## src/sv/vmc_pkg.sv

```systemverilog
// ----------------------------------------------------------------------------
// vmc_pkg
// Shared types for the vector magnitude clamp pipeline.
// ----------------------------------------------------------------------------
package vmc_pkg;

  localparam logic OP_SET   = 1'b0;
  localparam logic OP_CLAMP = 1'b1;

  typedef enum logic [1:0] {
    MODE_PASS,
    MODE_ZERO,
    MODE_SCALE
  } vmc_mode_t;

  typedef struct packed {
    logic      valid;
    vmc_mode_t mode;
  } vmc_ctl_t;

endpackage

```

## src/sv/vmc_div_cell.sv

```systemverilog
// ----------------------------------------------------------------------------
// vmc_div_cell
// One quotient bit of two restoring divisions by the vector length.
// ----------------------------------------------------------------------------
module vmc_div_cell import vmc_pkg::*; #(
  parameter int W   = 32,
  parameter int IDX = 0
) (
  input  logic           clk,
  input  logic           rst_n,
  input  logic           en,
  input  vmc_ctl_t       ctl_i,
  input  logic [W-1:0]   len_i,
  input  logic [2*W-1:0] px_i,
  input  logic [2*W-1:0] py_i,
  input  logic [W-1:0]   rx_i,
  input  logic [W-1:0]   ry_i,
  input  logic [W-1:0]   qx_i,
  input  logic [W-1:0]   qy_i,
  input  logic [W-1:0]   x_i,
  input  logic [W-1:0]   y_i,
  output vmc_ctl_t       ctl_o,
  output logic [W-1:0]   len_o,
  output logic [2*W-1:0] px_o,
  output logic [2*W-1:0] py_o,
  output logic [W-1:0]   rx_o,
  output logic [W-1:0]   ry_o,
  output logic [W-1:0]   qx_o,
  output logic [W-1:0]   qy_o,
  output logic [W-1:0]   x_o,
  output logic [W-1:0]   y_o
);

  logic [W:0]   curx, cury, lenw, dx, dy;
  logic         gx, gy;
  vmc_ctl_t     ctl_r;
  logic [2*W-1:0] px_r, py_r;
  logic [W-1:0] len_r, rx_r, ry_r, qx_r, qy_r, x_r, y_r;

  assign curx = {rx_i, px_i[W-1-IDX]};
  assign cury = {ry_i, py_i[W-1-IDX]};
  assign lenw = {1'b0, len_i};
  assign dx   = curx - lenw;
  assign dy   = cury - lenw;
  assign gx   = curx >= lenw;
  assign gy   = cury >= lenw;

  always_ff @(posedge clk) begin
    if (!rst_n) begin
      ctl_r <= '{valid: 1'b0, mode: MODE_PASS};
    end else if (en) begin
      ctl_r <= ctl_i;
    end
    if (en) begin
      len_r <= len_i;
      px_r  <= px_i;
      py_r  <= py_i;
      rx_r  <= gx ? dx[W-1:0] : curx[W-1:0];
      ry_r  <= gy ? dy[W-1:0] : cury[W-1:0];
      qx_r  <= {qx_i[W-2:0], gx};
      qy_r  <= {qy_i[W-2:0], gy};
      x_r   <= x_i;
      y_r   <= y_i;
    end
  end

  assign ctl_o = ctl_r;
  assign len_o = len_r;
  assign px_o  = px_r;
  assign py_o  = py_r;
  assign rx_o  = rx_r;
  assign ry_o  = ry_r;
  assign qx_o  = qx_r;
  assign qy_o  = qy_r;
  assign x_o   = x_r;
  assign y_o   = y_r;

endmodule
```

## config.mk

```make
export PLATFORM = sky130hd
export DESIGN_NAME = vmc_div_cell
export DESIGN_NICKNAME = d
export VERILOG_FILES = /design/src/sv/vmc_pkg.sv /design/src/sv/vmc_div_cell.sv
export SDC_FILE = /design/constraint.sdc
export NUM_CORES = 1
export LEC_CHECK = 0
export BUFFER_PORTS_ARGS = -buffer_cell sky130_fd_sc_hd__buf_2
export CAP_MARGIN = 25
export CORE_AREA = 2 2 281 283
export DETAILED_ROUTE_END_ITERATION = 8
export DIE_AREA = 0 0 283 285
export GPL_ROUTABILITY_DRIVEN = 0
export SLEW_MARGIN = 0
export SYNTH_ARGS = -nofsm -noshare
export SYNTH_HDL_FRONTEND = slang
export SYNTH_SLANG_ARGS = --single-unit
```

## constraint.sdc

```tcl
create_clock -name clk -period 3.61 [get_ports clk]
set_input_delay 0.1805 -clock clk [delete_from_list [all_inputs] [get_ports clk]]
set_output_delay 0.1805 -clock clk [all_outputs]
set_load 0.03 [all_outputs]
```

==> flow_metrics.tcl, run 1 <==
set metrics [dict create \
    outcome "finished, final reports clean" \
    numCtsBuffers 44 \
    intPower_mw 8.71 \
    setup_viol 0 \
    drv_slew 0 \
    postPlaceCellArea_um2 20300 \
    numPortBuffers 710 \
    row_count 103 \
    hp-class "input pin to flop" \
    power.density_nw_per_um2 497 \
    switching_share 0.306 \
    finalHoldViolations 0 \
    grt_max_degree 106 \
    cts_tree "done" \
    dieWidth_um 283 \
    hpwl_mm 51.6 \
    r2r_start "ctl_o[0]$_SDFFE_PN0P_" \
    root_buffer "clkbuf_16" \
    synthTopCellsByCount "edfxtp_1, ha_1, a21oi_1" \
    rr_endpoint "ctl_o[0]$_SDFFE_PN0P_" \
    cts-htree-levels 2 \
    synth_seq_cells 355 \
    start_kind "input pin" \
    power.leakage_nw 10.8 \
    p_sw_mw 3.84 \
    yosys.area.top_type "edfxtp_1" \
    fin_nets 2506 \
    p_total_mw 12.5 \
    crit_path_max_fanout 3 \
    multi_input_comb_area_um2 4250 \
    antenna_found_initial 21 \
    rsz0062_at_grt "false" \
    syn_area_um2 15200 \
    required_ns 3.93 \
    syn_area_per_cell_um2 15.8 \
    critPathKind "input pin to flop" \
    io_pins 713 \
    area_growth_pct 66.1 \
    ir_worst_vdd_uv 320 \
    drc 0 \
    period_share 0.954 \
    clock_latency_ns 0.57 \
    num_vias 12889 \
    first_pass_iters 5 \
    drive_gt1_frac 0.420 \
    worstMarginPinSlew_ns 0.956 \
    grt_pass1_vias 13585 \
    regArea_um2 10600 \
    cts_max_path_buffers 3 \
    die_h_um 285 \
    die_area_um2 80700 \
    final_area_um2 25200 \
    start_util 0.195 \
    synth.area.top_cells "edfxtp_1, ha_1, mux2_4" \
    max_freq_ghz 0.290 \
    yosys_warnings 0 \
    drtIter0Drc 667 \
    slew_headroom 0.362 \
    seq_power_share 0.409 \
    viasPerCell 4.06 \
    yosys.area.top_type_share 0.696 \
    endpoint_kind "flop" \
    overflow 0 \
    combPwrFrac 0.240 \
    fillers 7625 \
    ys_types 67 \
    cap_violations 0 \
    core_um2 78000 \
    async_flop_share 0 \
    synth_most_common_cell "edfxtp_1" \
    ys_dominant_reg_cell "edfxtp_1" \
    wire_per_inst_um 21.1 \
    rrSetupSlack_ns 2.47 \
    track_usage 0.159 \
    grt_pass1_wl_mm 94.2 \
    post_cts_buffers 0 \
    synthCells 960 \
    clock_skew_ns 0 \
    clkSinkCount 355 \
    power.share.clock 0.351 \
    ff2ff_path_depth 3 \
    tns_ns 0 \
    seq_area_frac_synth 0.700 \
    finalWirelength_mm 66.8 \
    synth_nets 1384 \
    clkTransAtPathRegs_ns 0.06 \
    ant_nets 0 \
    worst_ep_arrival_time_ns 3.76 \
    synth-edff-count 352 \
    startpoint "py_i[31]" \
    fin_crit_ns 3.44 \
    cp-endpoint "ry_o[28]$_DFFE_PP_" \
]
-- logic make-up (layout without fill, tap and decap cells) --
| logic type | Yosys count | in the layout | share of synthesized area |
|---|---|---|---|
| AO/OA/AOI/OAI | 184 | 184 | 0.0827 |
| XOR/XNOR | 51 | 51 | 0.0294 |
| adder cells (fa/ha/maj) | 66 | 66 | 0.0553 |
| buffers and inverters | 67 | 1225 | 0.0202 |
| flip-flops | 355 | 355 | 0.700 |
| multiplexers | 69 | 69 | 0.0568 |
| other | 0 | 4 | 0 |
| AND/OR/NAND/NOR | 168 | 168 | 0.0558 |
-- stage by stage --
| stage | hold slack, ns | cells | utilization | setup slack [ns] |
|---|---|---|---|---|
| floorplan | 0.279 | 960 | - | 0.930 |
| global placement | 0.358 | 2735 | 0.260 | 0.0896 |
| detailed placement | 0.359 | 2735 | 0.260 | 0.104 |
| CTS | 0.00281 | 3168 | 0.324 | 0.106 |
| global route | 0.0704 | 3170 | 0.324 | 0.00223 |
| finish | 0.0525 | 3172 | 0.324 | 0.168 |
-- routing by layer --
metal / global-route usage / wire [um] / up-vias
met5: 0 / 140 / -
met4: 0.0602 / 2600 / 24
met3: 0.0562 / 5840 / 132
met2: 0.288 / 34000 / 556
met1: 0.170 / 24200 / 6222
li1: - / - / 5955
-- layout by cell type, fill, tap and decap left out, types with 5 or more instances in the layout --
cell / count
buf_2: 709
edfxtp_1: 352
dlygate4sd3_1: 351
ha_1: 64
a21oi_1: 51
nand2_1: 48
inv_1: 47
clkbuf_16: 44
nor2_1: 33
o21ai_0: 33
xnor2_1: 33
mux2_2: 30
buf_4: 28
mux2_4: 27
a21o_1: 26
xor2_1: 18
nor2b_1: 17
nand3_1: 14
nand4_1: 12
nand2b_1: 12
mux2i_1: 12
clkinv_1: 10
nor3_1: 8
a31oi_1: 7
clkinv_2: 7
o21bai_1: 6
buf_12: 6
o21a_1: 5
clkinv_4: 5
-- layout make-up --
| cell class | instances | area share |
|---|---|---|
| timing repair buffer | 1095 | 0.293 |
| clock buffer | 47 | 0.0441 |
| antenna | 4 | 0.000397 |
| multi-input combinational | 538 | 0.169 |
| tap | 1050 | 0.0521 |
| inverter | 48 | 0.00714 |
| clock inverter | 35 | 0.0131 |
| sequential | 355 | 0.421 |
-- worst max-delay path, cell delays in order --
cell and delay (ns):
dlygate4sd3_1 0.58, buf_2 0.14, inv_1 0.05, ha_1 0.21, fa_1 0.41, nor2b_1 0.16
o31a_1 0.24, o221ai_1 0.26, a21boi_1 0.30, o21ai_1 0.21, o31ai_1 0.39, a41oi_1 0.19
xnor2_1 0.16, mux2_2 0.26
-- state kept, by name, indices dropped and copies added, names as in the netlist --
signal  cells
ctl_o       3
len_o      32
px_o       64
py_o       64
qx_o       32
qy_o       32
rx_o       32
ry_o       32
x_o        32
y_o        32
-- how the worst min path moves through the flow --
stage                     slack, ns      from            endpoint  depth (start not counted)
final                          0.05   rx_i[0]   rx_o[1]$_DFFE_PP_                          3
after global routing           0.07   rx_i[0]   rx_o[1]$_DFFE_PP_                          3
after CTS                     0.003   rx_i[0]   rx_o[1]$_DFFE_PP_                          3
after detailed placement       0.36   qy_i[1]   qy_o[2]$_DFFE_PP_                          1
after global placement         0.36   x_i[17]   x_o[17]$_DFFE_PP_                          1
after floorplan                0.28  len_i[0]  len_o[0]$_DFFE_PP_                          0
-- what timing repair did --
item,4_1_cts,5_1_grt
hold buffers,351,0
resized for setup,0,1
hold endpoints to repair,351,0
setup endpoints to repair,0,2
-- power groups by stage --
| stage | sequential, mW | combinational, mW | clock, mW |
|---|---|---|---|
| 2_1_floorplan | 5.99 | 0.805 | 0 |
| 3_3_place_gp | 5.20 | 2.67 | 0 |
| 3_5_place_dp | 5.20 | 2.69 | 0 |
| 4_1_cts | 5.13 | 3.03 | 4.56 |
| 5_1_grt | 5.16 | 3.18 | 4.71 |
| 6_report | 5.13 | 3.01 | 4.40 |
Power figures use the tool's default switching activity.
==> run 2, diff against run 1 <==
==> constraint.sdc (replaced) <==
create_clock -name clk -period 3.61 [get_ports clk]
set_input_delay 0.722 -clock clk [delete_from_list [all_inputs] [get_ports clk]]
set_output_delay 0.722 -clock clk [all_outputs]
set_load 0.03 [all_outputs]
==> flow_metrics.tcl, run 2 (synthesis results as in run 1) <==
set metrics [dict create \
    power.share.clock 0.369 \
    period_share 0.919 \
    final_area_um2 22500 \
    cp_slowest_stage_delay_ns 0.33 \
    clock_latency_ns 0.57 \
    io_pins 713 \
    cpMaxStageDelayCell "ha_1" \
    rsz0062_at_grt "false" \
    fillers 7906 \
    numCtsBuffers 44 \
    worst_ep_arrival_time_ns 3.61 \
    intPower_mw 8.81 \
    cap_violations 0 \
    hpwl_mm 52.6 \
    hold_depth 1 \
    ir_worst_vdd_uv 362 \
    hp-class "input pin to flop" \
    start_kind "input pin" \
    root_buffer "clkbuf_16" \
    cts_tree "done" \
    drtIter0Drc 644 \
    switching_share 0.296 \
    combPwrFrac 0.221 \
    outcome "finished, final reports clean" \
    clkTransAtPathRegs_ns 0.06 \
    r2r_start "ctl_o[2]$_SDFFE_PN0P_" \
    clkSinkCount 355 \
    seq_power_share 0.410 \
    core_um2 78000 \
    rr_endpoint "ctl_o[2]$_SDFFE_PN0P_" \
    hold_buffers 0 \
    stdcell_count 2911 \
    postPlaceCellArea_um2 20900 \
    cts_max_path_buffers 3 \
    num_vias 11981 \
    finalHoldViolations 0 \
    cts-htree-levels 2 \
    required_ns 3.90 \
    dieWidth_um 283 \
    critPathKind "input pin to flop" \
    worstHoldStart "py_i[49]" \
    finalWirelength_mm 63.5 \
    slew_headroom 0.527 \
    cts_resized 0 \
    ff2ff_path_depth 2 \
    drive_gt1_frac 0.528 \
    track_usage 0.151 \
    ant_nets 0 \
    viasPerCell 4.12 \
    die_area_um2 80700 \
    first_pass_iters 5 \
    endpoint_kind "flop" \
    path_cells "buf_2 -> inv_1 -> buf_4 -> ha_1 -> nor2b_1 -> o2111ai_1 -> a21oi_1 -> nor2_1 -> o211ai_1 -> buf_4 -> a21oi_1 -> buf_4 -> o21ai_0 -> o221ai_1 -> mux2i_1" \
    p_sw_mw 3.71 \
    worstMarginPinSlew_ns 0.709 \
    drv_slew 0 \
    drc 0 \
    area_growth_pct 47.8 \
    fin_nets 2243 \
    min_to "py_o[49]$_DFFE_PP_" \
    wire_per_inst_um 21.8 \
    clock_skew_ns 0 \
    setup_viol 0 \
    antenna_found_initial 43 \
    dp.cells 2823 \
    most-common-layout-cells "buf_2, edfxtp_1, buf_4" \
    grt_max_degree 79 \
    grt_pass1_wl_mm 88.5 \
    max_freq_ghz 0.301 \
    grt_pass1_vias 12327 \
    die_h_um 285 \
    fin_crit_ns 3.32 \
    post_cts_buffers 0 \
    final_common_cell "buf_2" \
    rrSetupSlack_ns 3.00 \
    overflow 0 \
    tns_ns 0 \
    power.leakage_nw 9.75 \
    crit_top_cell "buf_4" \
    start_util 0.195 \
    numPortBuffers 710 \
    row_count 103 \
    power.density_nw_per_um2 558 \
    crit_path_max_fanout 4 \
]
run 2: cell count changes in the layout (fill, tap and decap cells not counted), sizes merged:
| cell | delta |
|---|---|
| inv | -1 |
| clkbuf | +1 |
| diode | +6 |
| bufinv | +4 |
| dlygate4sd3 | -351 |
| clkinv | -7 |
| buf | +88 |
| clkinvlp | -1 |
run 2: layout make-up:
type                            count  area (um2)  share of cell area
Sequential cell                   355       10600               0.473
Tap cell                         1050        1310              0.0585
Antenna cell                       10        25.0             0.00111
Clock inverter                     30         380              0.0169
Multi-Input combinational cell    538        4250               0.189
Inverter                           48         180             0.00802
Timing Repair Buffer              832        4550               0.203
Clock buffer                       48        1120              0.0497
run 2: worst max path at each step:
| stage | endpoint | depth (start not counted) | start |
|---|---|---|---|
| after detailed placement | rx_o[28]$_DFFE_PP_ | 14 | px_i[31] |
| after global routing | rx_o[28]$_DFFE_PP_ | 14 | px_i[31] |
| final | rx_o[26]$_DFFE_PP_ | 15 | len_i[2] |
| after CTS | rx_o[28]$_DFFE_PP_ | 14 | px_i[31] |
| after floorplan | rx_o[10]$_DFFE_PP_ | 14 | len_i[14] |
| after global placement | ry_o[28]$_DFFE_PP_ | 14 | py_i[31] |
run 2: stage by stage:
step                hold slack [ns]  power, mW   util  worst slack, ns
floorplan                     0.640       6.79      -            0.389
global placement              0.498       7.98  0.268           -0.274
detailed placement            0.510       8.00  0.268           -0.279
CTS                           0.271       12.7  0.288            0.311
global route                  0.284       13.0  0.288           0.0536
finish                        0.325       12.5  0.288            0.292
run 2: worst max-delay path: cells and delay by family:
kind	cells	cell delay (ns)
AO/OA/AOI/OAI	6	1.26
adder cells (fa/ha/maj)	1	0.33
buffers and inverters	5	0.79
multiplexers	1	0.14
AND/OR/NAND/NOR	2	0.38
run 2: power by group through the flow:
| stage | clock network (mW) | registers [mW] | logic (mW) |
|---|---|---|---|
| 6_report | 4.62 | 5.13 | 2.77 |
| 5_1_grt | 4.91 | 5.17 | 2.95 |
| 4_1_cts | 4.78 | 5.14 | 2.80 |
| 3_5_place_dp | 0 | 5.22 | 2.79 |
| 3_3_place_gp | 0 | 5.22 | 2.77 |
| 2_1_floorplan | 0 | 5.99 | 0.805 |
run 2: metal layers:
layer	vias up	part of all wire	global-route usage
met4	26	0.044	0.0612
met1	5741	0.36	0.160
met2	602	0.50	0.266
li1	5433	-	-
met3	179	0.099	0.0622
met5	-	0.0026	0
