File: src/sv/vmc_pkg.sv
// ----------------------------------------------------------------------------
// vmc_pkg
// Shared types for the vector magnitude clamp pipeline.
// ----------------------------------------------------------------------------
package vmc_pkg;

  localparam logic OP_SET   = 1'b0;
  localparam logic OP_CLAMP = 1'b1;

  typedef enum logic [1:0] {
    MODE_PASS,
    MODE_ZERO,
    MODE_SCALE
  } vmc_mode_t;

  typedef struct packed {
    logic      valid;
    vmc_mode_t mode;
  } vmc_ctl_t;

endpackage

File: src/sv/vmc_sqrt_cell.sv
// ----------------------------------------------------------------------------
// vmc_sqrt_cell
// One root bit of a restoring integer square root; passes the word along.
// ----------------------------------------------------------------------------
module vmc_sqrt_cell import vmc_pkg::*; #(
  parameter int W   = 32,
  parameter int IDX = 0
) (
  input  logic           clk,
  input  logic           rst_n,
  input  logic           en,
  input  vmc_ctl_t       ctl_i,
  input  logic [2*W-1:0] rad_i,
  input  logic [W+1:0]   rem_i,
  input  logic [W-1:0]   root_i,
  input  logic [2*W-1:0] px_i,
  input  logic [2*W-1:0] py_i,
  input  logic [W-1:0]   x_i,
  input  logic [W-1:0]   y_i,
  output vmc_ctl_t       ctl_o,
  output logic [2*W-1:0] rad_o,
  output logic [W+1:0]   rem_o,
  output logic [W-1:0]   root_o,
  output logic [2*W-1:0] px_o,
  output logic [2*W-1:0] py_o,
  output logic [W-1:0]   x_o,
  output logic [W-1:0]   y_o
);

  logic [W+3:0] cur, trial, diff;
  logic [W+1:0] rem_nxt;
  logic [W-1:0] root_nxt;
  vmc_ctl_t     ctl_r;
  logic [2*W-1:0] rad_r, px_r, py_r;
  logic [W+1:0] rem_r;
  logic [W-1:0] root_r, x_r, y_r;

  // bring down the next pair of radicand bits
  assign cur   = {rem_i, rad_i[2*W-1-2*IDX -: 2]};
  assign trial = {2'b00, root_i, 2'b01};
  assign diff  = cur - trial;

  always_comb begin
    if (cur >= trial) begin
      rem_nxt  = diff[W+1:0];
      root_nxt = {root_i[W-2:0], 1'b1};
    end else begin
      rem_nxt  = cur[W+1:0];
      root_nxt = {root_i[W-2:0], 1'b0};
    end
  end

  always_ff @(posedge clk) begin
    if (!rst_n) begin
      ctl_r <= '{valid: 1'b0, mode: MODE_PASS};
    end else if (en) begin
      ctl_r <= ctl_i;
    end
    if (en) begin
      rad_r  <= rad_i;
      rem_r  <= rem_nxt;
      root_r <= root_nxt;
      px_r   <= px_i;
      py_r   <= py_i;
      x_r    <= x_i;
      y_r    <= y_i;
    end
  end

  assign ctl_o  = ctl_r;
  assign rad_o  = rad_r;
  assign rem_o  = rem_r;
  assign root_o = root_r;
  assign px_o   = px_r;
  assign py_o   = py_r;
  assign x_o    = x_r;
  assign y_o    = y_r;

endmodule

File: config.mk
export PLATFORM = sky130hd
export DESIGN_NAME = vmc_sqrt_cell
export DESIGN_NICKNAME = d
export VERILOG_FILES = /design/src/sv/vmc_pkg.sv /design/src/sv/vmc_sqrt_cell.sv
export SDC_FILE = /design/constraint.sdc
export NUM_CORES = 1
export LEC_CHECK = 0
export ABC_AREA = 1
export BUFFER_PORTS_ARGS = -buffer_cell sky130_fd_sc_hd__clkbuf_2
export CORE_AREA = 3 3 254 256
export DETAILED_ROUTE_END_ITERATION = 8
export DIE_AREA = 0 0 257 259
export PLACE_DENSITY = 0.4
export REMOVE_ABC_BUFFERS = 1
export SKIP_LAST_GASP = 1
export SYNTH_ARGS = -nofsm -noshare
export SYNTH_HDL_FRONTEND = slang
export SYNTH_SLANG_ARGS = --single-unit
File: constraint.sdc
create_clock -name clk -period 3.4 [get_ports clk]
set_input_delay 0.17 -clock clk [delete_from_list [all_inputs] [get_ports clk]]
set_output_delay 0.17 -clock clk [all_outputs]
set_load 0.005 [all_outputs]
==> results of run 1 <==
how the worst max path moves through the flow:
stage | endpoint | slack (ps)
2_1_floorplan | rem_o[33] | 1550
3_3_place_gp | rem_o[24] | 820
3_5_place_dp | rem_o[23] | 800
4_1_cts | rem_o[23] | 850
5_1_grt | rem_o[20] | 580
6_report | rem_o[23] | 870
cells in the final DEF (no fill, tap or decap), drive strengths merged:
master       count
dlygate4sd3    325
dfxtp            3
ha              34
o21bai           4
nor2            65
nand3b           4
o21ai           15
nand2          289
xor2            15
clkinv          16
bufinv           2
nand3           40
nand4            6
nor4             1
xnor2            3
edfxtp         322
clkinvlp         3
diode            1
nor3             3
inv            143
clkbuf         700
and2             2
a21oi           26
buf              7
logic make-up after synthesis:
| kind of cell | synth area share |
|---|---|
| AOI/OAI and AO/OA | 0.0189 |
| xor gates and xnor gates | 0.0123 |
| adders and majority gates | 0.0332 |
| buffers and inverters | 0.0458 |
| DFF | 0.758 |
| and+or+nand+nor | 0.131 |
metal layers:
layer  routed length, um  share of wire
met1               18500           0.36
met2               28000           0.54
met3                3310          0.064
met4                2080          0.040
met5                   9        0.00017
flip-flops by register name (all words and copies together), names as in the netlist:
signal / cells
ctl_o: 3
px_o: 64
py_o: 64
rad_o: 64
rem_o: 34
root_o: 32
x_o: 32
y_o: 32
report_power, final:
group          total [W]  switching [W]  internal, W
combinational    0.00166       0.000878     0.000781
clock            0.00400        0.00170      0.00229
sequential       0.00491      0.0000955      0.00481
total             0.0106        0.00268      0.00788
layout make-up:
cell class                 count  area [sq um]
fill                        6380         41100
sequential                   325          9730
multi-input combinational    507          2510
timing repair buffer         983          6610
clock buffer                  49          1010
antenna                        1          2.50
clock inverter                23           206
inverter                     141           532
tap                          846          1060
Yosys cell counts (3+ instances only):
cell        n  area (sq um)
edfxtp_1  322          9670
nand2_1   283          1060
inv_1     140           526
nor2_1     59           221
nand3_1    38           190
ha_1       34           425
a21oi_1    24           120
o21ai_0    15          75.1
xor2_1     15           131
nand4_1     6          37.5
nor2_2      6          37.5
nand2_2     5          31.3
nand3b_1    4          30.0
o21bai_1    4          30.0
buf_4       3          22.5
buf_6       3          33.8
dfxtp_1     3          60.1
nor3_1      3          15.0
xnor2_1     3          26.3
per-stage QoR:
| stage | setup WS (ps) | total power [W] | instance area [sq um] | cells |
|---|---|---|---|---|
| final | 869 | 0.0106 | 21700 | 2875 |
| after detailed placement | 803 | 0.00636 | 17200 | 2477 |
| after global placement | 820 | 0.00636 | 17200 | 2477 |
| after floorplan | 1550 | 0.00544 | 12800 | 973 |
| after global routing | 576 | 0.0111 | 21700 | 2875 |
| after CTS | 847 | 0.0108 | 21700 | 2874 |
==> metrics.md, run 1 <==
| Metric | Value |
|---|---|
| Status | complete, no violations |
| First-pass GRT wire length | 75.0 mm |
| WHS | 126 ps |
| Critical path capture point type | flop |
| Number of synthesized flops with an enable pin | 322 |
| Die width | 257 um |
| H-tree depth | 2 |
| CP max stage delay | 530 ps |
| Slew HR | 0.489 |
| Remaining DRCs | 0 |
| Unique masters post-synth | 25 |
| Area Growth Syn to Fin | 68.9% |
| Worst min path class | in -> reg |
| Worst-Skew Late Latency | 550 ps |
| Worst setup path class | in -> reg |
| R2R Setup Slk | 2170 ps |
| Largest net degree at the start of global routing | 88 |
| Drt pass-1 iters | 5 |
| Worst EP arrival | 2810 ps |
| Die area | 0.0666 sq mm |
| Worst-Margin Slew | 766 ps |
| R2r startpoint | ctl_o[1] |
| Hold endpoint | py_o[53] |
| Final HPWL DP | 41.0 mm |
| Worst path slowest cell | dlygate4sd3_1 |
| Gpl congestion | 0.849 |
| Unrepaired setup endpoints after global routing | false |
| Gate Count Post-Synth | 979 |
| Yosys reg bits | 325 |
| Max cap viols | 0 |
| R2r worst-path depth | 3 |
| Worst-path cell chain | dlygate4sd3_1 > clkbuf_2 > inv_1 > ha_1 > nand2_1 > nor2_1 > nand2_1 > nor2_1 > nand2_1 > nand2_1 > nand2_2 > nand2_8 > inv_4 > nand2_1 > nand2_1 |
| Top cell by count, worst path | nand2_1 |
| Seq/Total Area, Yosys | 0.758 |
| Clock sinks | 325 |
| Initial antenna violation count | 3 |
| CTS Buffer Depth | 3 |
| CP Max Fanout | 37 |
| Fmax | 395 MHz |
| Lkg Pwr | 9.95 nW |
| FP Rows | 92 |
| Ys async rst share | 0 |
| Post-route minimum period | 2530 ps |
| Die height | 259 um |
| GR Layer Usage met1 | 0.159 |
| Hold Crit Start | en |
| Critical Path Source Type | input pin |
| Initial Util | 0.204 |
| Setup violators final | 0 |
| Syn_area_per_cell | 13.1 sq um |
| Clock skew | 0 ps |
| Layout cells sized above 1 | 0.359 |
| Wire per inst | 18.1 um |
| Met3 usage | 0.0373 |
| Crit path depth | 15 |
| Root Driver | clkbuf_16 |
| Final period utilization | 0.744 |
| Routed Antenna Nets | 0 |
| GRT Residual Overflow | 0 |
| TritonCTS buffer count | 39 |
| Post-CTS setup buffers | 0 |
| Critical path startpoint | root_i[13] |
| CORE AREA | 0.0627 sq mm |
| Hold Path Depth | 1 |
| Final Max Slew Viols | 0 |
| Hold Fails Final Rpt | 0 |
| Cell area power density | 487 mW/mm^2 |
| Sum Neg Setup Slack | 0 ps |
| Util after Layout | 0.345 |
| Drt total wl | 51.9 mm |
| Vias in the first global route | 11600 |
| Mapped Area | 0.0128 sq mm |
| CTS tree | yes |
| Final net count | 2359 |
| Crit path max-delay family | simple AND/OR/NAND/NOR gates |
| DR iter-0 viols | 607 |
| IO buf count | 652 |
| CTS-repair resized insts | 0 |
| VDD IR max | 0.267 mV |
| Gr busiest metal | met2 |
| Via count | 11100 |
| Total track usage | 0.150 |
| Routed vias/inst | 3.85 |
| Synth warnings | 0 |
| Number of buffers and inverters on the critical path | 4 |
| Clock transition at path regs | 60 ps |
| Met2 Usage GRT | 0.283 |
| # hold bufs at CTS | 325 |
| CP Data Required Time | 3680 ps |
| IO Pins | 653 |
| Main flop type after synthesis | edfxtp_1 |
| Critical R2R Capture | ctl_o[1] |
Power figures use the tool's default switching activity.
==> run 2: changes to the inputs <==
==> constraint.sdc (replaced) <==
create_clock -name clk -period 2.6 [get_ports clk]
set_input_delay 0.13 -clock clk [delete_from_list [all_inputs] [get_ports clk]]
set_output_delay 0.13 -clock clk [all_outputs]
set_load 0.005 [all_outputs]
==> run 2 against run 1 <==
Against the previous run:
- wire length increased by 1.1%
- via count decreased by 0.36%
- count of clock-buffer cells in the layout decreased by 6
- non-clock buffer count increased by 9
- sequential power increased by 31%
- setup slack got worse by 540 ps
- core utilization increased by 0.21 points
- combinational power increased by 31%
- power increased by 34%
- clock power increased by 38%
- sequential cell count unchanged
- highest routed layer is now met4
==> metrics.md, run 2 (synthesis results as in run 1) <==
| Metric | Value |
|---|---|
| Status | complete, no violations |
| Vias in the first global route | 11500 |
| Fin cells | 2884 |
| Max cap viols | 0 |
| CTS-repair resized insts | 0 |
| Worst setup margin | 328 ps |
| GRT Residual Overflow | 0 |
| Commonest non-fill, non-tap cell in the layout | clkbuf_2 |
| Wire per inst | 18.2 um |
| VDD IR max | 0.362 mV |
| Placed insts | 2487 |
| Post-route minimum period | 2270 ps |
| Die width | 257 um |
| Routed Antenna Nets | 0 |
| Gpl congestion | 0.834 |
| CP Data Required Time | 3010 ps |
| CORE AREA | 0.0627 sq mm |
| Met2 Usage GRT | 0.286 |
| Lkg Pwr | 10.0 nW |
| CTS Buffer Depth | 3 |
| Final net count | 2369 |
| Slew HR | 0.615 |
| Clock sinks | 325 |
| Drt total wl | 52.5 mm |
| Drt pass-1 iters | 4 |
| H-tree depth | 2 |
| Critical path capture point type | flop |
| Cell area power density | 648 mW/mm^2 |
| Reg area | 0.00973 sq mm |
| Root Driver | clkbuf_16 |
| Area Growth Syn to Fin | 69.9% |
| Die area | 0.0666 sq mm |
| Setup violators final | 0 |
| Die height | 259 um |
| Post-CTS setup buffers | 0 |
| CP Max Fanout | 33 |
| CTS tree | yes |
| Filler cells | 6368 |
| FP Rows | 92 |
| Largest net degree at the start of global routing | 57 |
| Clock skew | 0 ps |
| Most frequent cells in the layout | 651 x clkbuf_2, 324 x dlygate4sd3_1, 322 x edfxtp_1, 283 x nand2_1, 140 x inv_1 |
| Via count | 11000 |
| IO Pins | 653 |
| Layout cells sized above 1 | 0.367 |
| Initial antenna violation count | 3 |
| First-pass GRT wire length | 74.9 mm |
| Gr busiest metal | met2 |
| Routed vias/inst | 3.82 |
| Total track usage | 0.150 |
| GR Layer Usage met1 | 0.158 |
| Unrepaired setup endpoints after global routing | false |
| Hold Fails Final Rpt | 0 |
| DR iter-0 viols | 540 |
| Worst EP arrival | 2680 ps |
| Fmax | 440 MHz |
| Final Max Slew Viols | 0 |
| Worst-Skew Late Latency | 540 ps |
| Final HPWL DP | 41.4 mm |
| Final period utilization | 0.874 |
| Critical Path Source Type | input pin |
| Met3 usage | 0.0394 |
| Sum Neg Setup Slack | 0 ps |
| Initial Util | 0.204 |
| Remaining DRCs | 0 |
| Worst-Margin Slew | 572 ps |
| Clock transition at path regs | 60 ps |
| WHS | 54.6 ps |
| Worst min path class | in -> reg |
| Worst slack at placement | 288 ps |
| Multi-input logic area | 0.00251 sq mm |
| Worst setup path class | in -> reg |
| TritonCTS buffer count | 40 |
| IO buf count | 652 |
run 2: changes by cell type in the layout (fill, tap and decap cells not counted), sizes merged:
cell,change
clkinv,+2
dlygate4sd3,-1
clkbuf,-6
clkinvlp,+1
diode,+1
buf,+10
bufinv,+2
run 2: timing repair:
item                                    in CTS  in global routing
endpoints found under the setup margin       0                  0
hold buffers                               324                  0
endpoints found under the hold margin      322                  0
run 2: path summary, 6_finish.rpt:
check	depth (start not counted)	from	slack (ps)	end
worst max-delay path	16	rad_i[63]	330	rem_o[26]
worst max register to register	3	ctl_o[1]	1430	ctl_o[1]
worst min register to register	3	ctl_o[2]	1050	ctl_o[2]
worst min-delay path	1	en	50	py_o[41]
run 2: power breakdown:
| part | switching (W) | total, W | internal (W) |
|---|---|---|---|
| Combinational | 0.00115 | 0.00218 | 0.00103 |
| Sequential | 0.000125 | 0.00641 | 0.00629 |
| Clock | 0.00228 | 0.00552 | 0.00323 |
| Total | 0.00356 | 0.0141 | 0.0106 |
run 2: metrics by stage:
stage	cell area, sq um	util	total power [W]
6_report	21800	0.347	0.0141
5_1_grt	21800	0.347	0.0148
4_1_cts	21800	0.347	0.0144
3_5_place_dp	17300	0.275	0.00833
3_3_place_gp	17300	0.275	0.00833
2_1_floorplan	12800	-	0.00712
run 2: critical path, stage by stage:
cell and delay (ps):
dlygate4sd3_1 530, clkbuf_2 140, inv_1 140, ha_1 210, inv_1 100, nand3_1 90
nand3_2 130, nand3_1 120, nand3_2 150, nand2_1 130, nand2_1 90, nand2_2 110
nand2_8 90, inv_4 310, nand2_1 90, nand2_1 90
run 2: layout make-up:
type | count | share of cell area
Antenna cell | 2 | 0.000230
Clock buffer | 43 | 0.0464
Clock inverter | 28 | 0.0125
Inverter | 141 | 0.0244
Multi-Input combinational cell | 507 | 0.115
Sequential cell | 325 | 0.446
Tap cell | 846 | 0.0486
Timing Repair Buffer | 992 | 0.306
run 2: routing by layer:
layer | vias up | part of all wire
met5 | - | 0
met2 | 393 | 0.54
met3 | 83 | 0.064
li1 | 5362 | -
met1 | 5189 | 0.36
met4 | 0 | 0.038
==> run 3: changes to the inputs <==
--- a/config.mk
+++ b/config.mk
@@ -11,6 +11,7 @@
 export DETAILED_ROUTE_END_ITERATION = 8
 export DIE_AREA = 0 0 257 259
 export PLACE_DENSITY = 0.4
+export RECOVER_POWER = 100
 export REMOVE_ABC_BUFFERS = 1
 export SKIP_LAST_GASP = 1
 export SYNTH_ARGS = -nofsm -noshare
==> run 3 against run 2 <==
Against the previous run:
- the flow now finishes with violations (capacitance limit, slew limit)
- highest routed layer unchanged
- core utilization is 0.73 points lower
- sequential cell count stayed put
- clock power hardly changed
- critical path depth is 1 lower
- setup slack worse by 39 ps
- non-clock buffer count stayed put
- die area stayed put
- clock skew stayed put
- fmax is 1.7% lower
- final area is 2.1% lower
- combinational power is 5% lower
==> metrics.md, run 3 (synthesis results as in run 1) <==
| Metric | Value |
|---|---|
| Via count | 11000 |
| Critical R2R Capture | ctl_o[1] |
| Clock sinks | 325 |
| Initial antenna violation count | 3 |
| TritonCTS buffer count | 40 |
| Final net count | 2369 |
| Area Growth Syn to Fin | 66.3% |
| Hold Crit Start | rad_i[2] |
| CTS Buffer Depth | 3 |
| Largest net degree at the start of global routing | 57 |
| R2r startpoint | ctl_o[1] |
| Final HPWL DP | 41.4 mm |
| Sum Neg Setup Slack | 0 ps |
| Clock skew | 0 ps |
| Slew HR | -0.0660 |
| Lkg Pwr | 9.09 nW |
| Die width | 257 um |
| IO Pins | 653 |
| Crit path max-delay family | simple AND/OR/NAND/NOR gates |
| # hold bufs at CTS | 324 |
| Drt total wl | 52.8 mm |
| VDD IR max | 0.362 mV |
| Worst setup path class | in -> reg |
| Worst-path cell chain | dlygate4sd3_1 > clkbuf_1 > inv_1 > ha_1 > nand3_1 > nand3_2 > nand3_1 > nand3_2 > nand2_1 > nand2_1 > nand2_2 > nand2_8 > inv_4 > nand2_1 > nand2_1 |
| CP Data Required Time | 3010 ps |
| IO buf count | 652 |
| Setup violators final | 0 |
| Worst path slowest cell | dlygate4sd3_1 |
| CP Max Fanout | 33 |
| Remaining DRCs | 0 |
| Unrepaired setup endpoints after global routing | false |
| Post-route minimum period | 2310 ps |
| H-tree depth | 2 |
| Max cap viols | 1 |
| Filler cells | 6522 |
| Vias in the first global route | 11500 |
| Wire per inst | 18.3 um |
| Hold Fails Final Rpt | 0 |
| Gpl congestion | 0.834 |
| Worst-Skew Late Latency | 540 ps |
| Worst setup margin | 289 ps |
| Status | finished, violations left |
| Worst EP arrival | 2720 ps |
| Post-CTS setup buffers | 0 |
| Cell area power density | 657 mW/mm^2 |
| Worst-Margin Slew | 1600 ps |
| Most frequent cells in the layout | 352 x clkbuf_2, 324 x dlygate4sd3_1, 322 x edfxtp_1, 312 x clkbuf_1, 283 x nand2_1 |
| Hold endpoint | rad_o[2] |
| FP Rows | 92 |
| First-pass GRT wire length | 74.9 mm |
| R2R Setup Slk | 1400 ps |
| Clock transition at path regs | 60 ps |
| Final Max Slew Viols | 57 |
| Routed Antenna Nets | 0 |
| GRT Residual Overflow | 0 |
| Worst min path class | in -> reg |
| CTS-repair resized insts | 0 |
| Fmax | 433 MHz |
| Total track usage | 0.150 |
| Number of buffers and inverters on the critical path | 4 |
| Hold Path Depth | 1 |
| Final period utilization | 0.889 |
| Critical Path Source Type | input pin |
| Root Driver | clkbuf_16 |
| Commonest non-fill, non-tap cell in the layout | clkbuf_2 |
| Critical path startpoint | root_i[0] |
| DR iter-0 viols | 558 |
| Die height | 259 um |
| Top cell by count, worst path | nand2_1 |
| CP max stage delay | 530 ps |
| Critical path capture point type | flop |
| CORE AREA | 0.0627 sq mm |
| Layout cells sized above 1 | 0.215 |
| Routed vias/inst | 3.82 |
| Drt pass-1 iters | 4 |
| R2r worst-path depth | 3 |
| Failing checks | capacitance limit, slew limit |
| CTS tree | yes |
| Initial Util | 0.204 |
| Worst slack at placement | 288 ps |
| Die area | 0.0666 sq mm |
==> run 3: power breakdown <==
| group | internal (W) | total [W] | switching [W] | leakage (nW) |
|---|---|---|---|---|
| Sequential | 0.00629 | 0.00642 | 0.000124 | 3.18 |
| Clock | 0.00323 | 0.00552 | 0.00228 | 0.624 |
| Combinational | 0.000920 | 0.00208 | 0.00116 | 5.29 |
==> run 3: worst max-delay path by stage <==
stage | to | slack [ps] | cells past startpoint
finish | rem_o[26] | 290 | 15
global route | rem_o[25] | 70 | 15
CTS | rem_o[29] | 330 | 15
detailed placement | rem_o[26] | 290 | 14
global placement | rem_o[25] | 320 | 14
floorplan | rem_o[33] | 790 | 13
==> run 3: stage by stage <==
stage / instances / power (W) / hold slack [ps] / util / instance area [sq um]
final: 2884 / 0.0140 / 229 / 0.340 / 21300
after global routing: 2882 / 0.0147 / 204 / 0.340 / 21300
after CTS: 2882 / 0.0144 / 28.1 / 0.347 / 21800
after detailed placement: 2487 / 0.00833 / 309 / 0.275 / 17300
after global placement: 2487 / 0.00833 / 308 / 0.275 / 17300
after floorplan: 973 / 0.00712 / 229 / - / 12800
==> run 3: cell type report <==
cell class                      instances  area (sq um)  share of cell area
Sequential cell                       325          9730               0.456
Timing Repair Buffer                  992          6220               0.291
Multi-Input combinational cell        507          2510               0.118
Tap cell                              846          1060              0.0496
Clock buffer                           43          1010              0.0474
Inverter                              141           532              0.0249
Clock inverter                         28           272              0.0127
Antenna cell                            2          5.00            0.000235
==> run 3: routing by layer <==
metal	up-vias	share of wire	track usage	routed length (um)
met5	-	0	0	0
met4	0	0.038	0.0569	2000
met3	81	0.062	0.0394	3260
met2	373	0.54	0.286	28500
met1	5215	0.36	0.158	19100
li1	5361	-	-	-
